<file path="src/hw/rtl/qmr_pkg.sv">
// ----------------------------------------------------------------------------
// qmr_pkg
// Types, constants and the fixed-point product helper shared by the
// quaternion product and rotation pipeline.
// ----------------------------------------------------------------------------
package qmr_pkg;

  localparam int unsigned QW = 32;           // Q16.16 component width
  localparam int unsigned CW = QW + 1;       // conjugated component width
  localparam int unsigned FRAC = 16;         // fraction bits
  localparam int unsigned PW = 48;           // truncated product width
  localparam int unsigned SW = PW + 2;       // four-term sum width
  localparam int unsigned NPROD = 16;        // products per Hamilton product

  localparam logic signed [SW-1:0] SUM_MAX = SW'(64'sd2147483647);
  localparam logic signed [SW-1:0] SUM_MIN = -SW'(64'sd2147483648);

  localparam logic FUNC_PRODUCT = 1'b0;
  localparam logic FUNC_ROTATE  = 1'b1;

  typedef logic signed [QW-1:0] comp_t;
  typedef logic signed [CW-1:0] ccomp_t;
  typedef logic signed [PW-1:0] prod_w_t;

  typedef struct packed {
    comp_t x;
    comp_t y;
    comp_t z;
    comp_t w;
  } quat_t;

  typedef struct packed {
    ccomp_t x;
    ccomp_t y;
    ccomp_t z;
    ccomp_t w;
  } cquat_t;

  typedef struct packed {
    logic  func;
    comp_t a_x;
    comp_t a_y;
    comp_t a_z;
    comp_t a_w;
    comp_t b_x;
    comp_t b_y;
    comp_t b_z;
    comp_t b_w;
  } in_t;

  typedef struct packed {
    comp_t r_x;
    comp_t r_y;
    comp_t r_z;
    comp_t r_w;
    logic  overflow;
  } out_t;

  // Q16.16 product rounded toward minus infinity. The exact product always
  // fits in 64 signed bits, so bit 63 carries the sign.
  function automatic prod_w_t qmul(input comp_t p, input ccomp_t q);
    logic signed [CW+QW-1:0] m;
    m = (CW+QW)'(p) * (CW+QW)'(q);
    return m[63:FRAC];
  endfunction

endpackage

</file>
<file path="src/hw/rtl/qmr_sum_sat.sv">
// ----------------------------------------------------------------------------
// qmr_sum_sat
// Adds the four signed terms of each Hamilton component and saturates the
// sums to the signed 32-bit range, flagging any clamp.
// ----------------------------------------------------------------------------
module qmr_sum_sat (
  input  qmr_pkg::prod_w_t prod_i [qmr_pkg::NPROD],
  output qmr_pkg::quat_t   r_o,
  output logic             ovf_o
);

  logic signed [qmr_pkg::SW-1:0] sum_x, sum_y, sum_z, sum_w;
  logic [3:0] clamp;

  function automatic qmr_pkg::comp_t sat(input logic signed [qmr_pkg::SW-1:0] s);
    if (s > qmr_pkg::SUM_MAX) begin
      return qmr_pkg::QW'(qmr_pkg::SUM_MAX);
    end else if (s < qmr_pkg::SUM_MIN) begin
      return qmr_pkg::QW'(qmr_pkg::SUM_MIN);
    end
    return qmr_pkg::QW'(s);
  endfunction

  function automatic logic out_of_range(input logic signed [qmr_pkg::SW-1:0] s);
    return (s > qmr_pkg::SUM_MAX) || (s < qmr_pkg::SUM_MIN);
  endfunction

  assign sum_x = qmr_pkg::SW'(prod_i[0]) + qmr_pkg::SW'(prod_i[1])
               + qmr_pkg::SW'(prod_i[2]) - qmr_pkg::SW'(prod_i[3]);
  assign sum_y = qmr_pkg::SW'(prod_i[4]) + qmr_pkg::SW'(prod_i[5])
               + qmr_pkg::SW'(prod_i[6]) - qmr_pkg::SW'(prod_i[7]);
  assign sum_z = qmr_pkg::SW'(prod_i[8]) + qmr_pkg::SW'(prod_i[9])
               + qmr_pkg::SW'(prod_i[10]) - qmr_pkg::SW'(prod_i[11]);
  assign sum_w = qmr_pkg::SW'(prod_i[12]) - qmr_pkg::SW'(prod_i[13])
               - qmr_pkg::SW'(prod_i[14]) - qmr_pkg::SW'(prod_i[15]);

  assign r_o.x = sat(sum_x);
  assign r_o.y = sat(sum_y);
  assign r_o.z = sat(sum_z);
  assign r_o.w = sat(sum_w);

  assign clamp = {out_of_range(sum_x), out_of_range(sum_y),
                  out_of_range(sum_z), out_of_range(sum_w)};
  assign ovf_o = |clamp;

endmodule

</file>
<file path="config.mk">
export PLATFORM = sky130hd
export DESIGN_NAME = qmr_sum_sat
export DESIGN_NICKNAME = d
export VERILOG_FILES = /design/src/hw/rtl/qmr_pkg.sv /design/src/hw/rtl/qmr_sum_sat.sv
export SDC_FILE = /design/constraint.sdc
export NUM_CORES = 1
export LEC_CHECK = 0
export ABC_AREA = 1
export CAP_MARGIN = 20
export CELL_PAD_IN_SITES_DETAIL_PLACEMENT = 1
export CELL_PAD_IN_SITES_GLOBAL_PLACEMENT = 2
export CORE_AREA = 2 2 353 355
export DETAILED_ROUTE_END_ITERATION = 6
export DIE_AREA = 0 0 355 357
export DONT_BUFFER_PORTS = 1
export PLACE_DENSITY_LB_ADDON = 0.1
export SYNTH_ARGS = -nofsm -noshare
export SYNTH_HDL_FRONTEND = slang
export SYNTH_SLANG_ARGS = --single-unit
</file>
<file path="constraint.sdc">
create_clock -name vclk -period 7.4
set_input_delay 0.37 -clock vclk [all_inputs]
set_output_delay 0.37 -clock vclk [all_outputs]
set_load 0.01 [all_outputs]
</file>
==> key figures <==
Status
  – Run status: completed

Place
  – # port buffers: 0
  – HPWL after DPL: 131 mm
  – Place WS: 1.08 ns
  – GP Congestion: 0.886

Timing
  – Final hold viol count: 0
  – Clock period minus worst slack: 6.17 ns
  – Count of final setup violators: 0
  – Slew @ Worst Pin: 0.964 ns
  – Final Max Tran Viols: 0
  – Final WS setup: 1.23 ns
  – Slew headroom: 35.5%
  – Achievable frequency: 162 MHz
  – Sum Neg Setup Slack: 0 ns
  – Final worst-path cycle share: 83.4%
  – RSZ-0062 raised after global routing: no

Yosys
  – Net Count, Synth: 6775
  – Cells after synthesis: 5422
  – Netlist Area Pre-Place: 30800 µm²
  – Post-synthesis adder-cell area fraction: 33.2%
  – Synth warnings: 0
  – Post-synthesis mux area share: 0%
  – Register area share after synthesis: 0%
  – Synth Area in Compound Gates: 7.27%
  – Synth Area in Simple Gates: 32.8%
  – Post-synthesis cell type count: 49
  – Syn Area/Cell: 5.69 µm²
  – XOR/XNOR share of the synthesized area: 3.54%
  – Largest family of logic cells by synthesized area: adder cells

Worst setup path
  – Worst setup SP type: primary input
  – Required @ worst endpoint: 7.03 ns
  – Kind of critical path: in2out
  – CP Max Fanout: 32
  – Setup crit end kind: output pin
  – Worst EP arrival: 5.80 ns

Finish
  – Flip-flop and latch area: 0 µm²
  – Commonest non-fill, non-tap cell in the layout: inv_1
  – Filler cell count: 16364
  – Seq cells: 0
  – Clock buffers: 0
  – Commonest cells after routing, fill and taps aside: inv_1 (1844), nand2_1 (1651), fa_1 (388), nor2_1 (369), ha_1 (197)
  – Area of the multi-input gates: 23700 µm²
  – P&R area growth vs syn: 6.10%
  – Nets: 6755
  – Layout cell share with drive strength beyond 1: 2.98%

Floorplan
  – DIE AREA: 127000 µm²
  – Core area: 123000 µm²
  – Starting Density: 25.1%
  – Die height: 357 µm
  – # IOs: 897
  – Chip Width: 355 µm
  – Row cnt: 129

Clock tree
  – Post-CTS sizing: 0
  – Post-CTS setup buffers: 0
  – Hold buffers post-CTS: 0

Drt
  – Via count: 30563
  – DR iter-0 viols: 971
  – Initial DRT Pass Iterations: 5
  – DRC: 0
  – Routed Antenna Nets: 0
  – Drt total wl: 138 mm
  – WL per Instance: 19.6 µm
  – Via density: 4.34

Global route
  – GRT Total Usage: 21.3%
  – First-pass GRT wire length: 206 mm
  – Grt ovf: 0
  – Initial antenna violation count: 12
  – Largest net degree at the start of global routing: 33
  – Vias in the first global route: 33650

Pwr
  – Lkg Pwr: 20.4 nW
  – Pwr Total: 10.1 mW
  – Maximum vdd drop: 0.188 mV
  – Pwr/cell area: 307 nW/µm²

Min path
  – Min-delay worst type: in2out

Flow run
  – Max-cap viol count: 0
## logic make-up after synthesis
logic type	count (synthesis)
buffers and inverters	1883
AND/OR/NAND/NOR	2453
AO/OA/AOI/OAI	378
adder cells (fa/ha/maj)	585
XOR/XNOR	123
## report_power, final
part           switching [mW]  internal [mW]    total [mW]
Sequential                  0              0             0
Clock                       0   0.0000000919  0.0000000920
Combinational            7.19           2.86          10.1
Total                    7.19           2.86          10.1
## cell type report
type | count | area share (%)
Inverter | 1859 | 21.3
Antenna cell | 5 | 0.0382
Tap cell | 1637 | 6.26
Multi-Input combinational cell | 3539 | 72.3
Timing Repair Buffer | 2 | 0.0459
## worst paths after layout
path	cells after the start	endpoint	slack, ns	start
worst max-delay path	28	ovf_o	1.23	prod_i[385]
worst min-delay path	3	r_o[32]	1.05	prod_i[336]
## routing by layer
| layer | track usage, % | vias up | routed length, µm |
|---|---|---|---|
| li1 | - | 15482 | - |
| met1 | 28.0 | 14392 | 63700 |
| met2 | 38.9 | 647 | 68300 |
| met3 | 1.90 | 40 | 4880 |
| met4 | 2.08 | 2 | 1280 |
| met5 | 0 | - | 13 |
## through the flow
stage / cells / utilization, % / cell area, µm² / hold slack, ns
6_report: 7042 / 26.6 / 32700 / 1.05
3_5_place_dp: 7037 / 26.6 / 32700 / 1.05
3_3_place_gp: 7037 / 26.6 / 32700 / 1.05
5_1_grt: 7041 / 26.6 / 32700 / 1.08
2_1_floorplan: 5422 / - / 30800 / 1.04
4_1_cts: 7037 / 26.6 / 32700 / 1.05
## worst max-delay path, stage by stage
cell	delay, ns
inv_1	0.05
fa_1	0.54
inv_1	0.05
fa_1	0.42
inv_1	0.08
ha_1	0.25
inv_1	0.09
fa_1	0.47
inv_1	0.13
nand2_1	0.09
nand2_1	0.08
nand3_1	0.09
nand2_2	0.17
nand2_1	0.07
nand2_1	0.16
nand2_1	0.13
nand2_1	0.11
nand2_1	0.05
nand2_1	0.07
nand3_1	0.06
nor2_1	0.12
nand2_1	0.10
nor2_1	0.09
nand2_1	0.08
nand2_2	0.56
nand2_2	0.72
nor2_2	0.34
nand2_1	0.24
## synthesized netlist by cell type, types with 5 or more instances
library cell,number,share of area [%]
nor3_1,31,0.50
xnor2_1,86,2.4
fa_1,388,25
buf_4,6,0.15
o21ai_1,60,0.97
nand4_1,109,2.2
inv_2,14,0.17
buf_6,8,0.29
xor2_1,35,0.99
ha_1,197,8.0
nand2_2,29,0.59
nand3_1,191,3.1
o21a_1,5,0.12
o21bai_1,24,0.58
nand2_1,1652,20
buf_2,6,0.097
a21oi_1,170,2.8
o21ai_0,45,0.73
o21ai_2,60,1.7
and2_1,11,0.22
inv_1,1844,22
nor3_2,13,0.42
nor2_1,369,4.5
nor2_2,27,0.55
(Power assumes the default switching activity.)
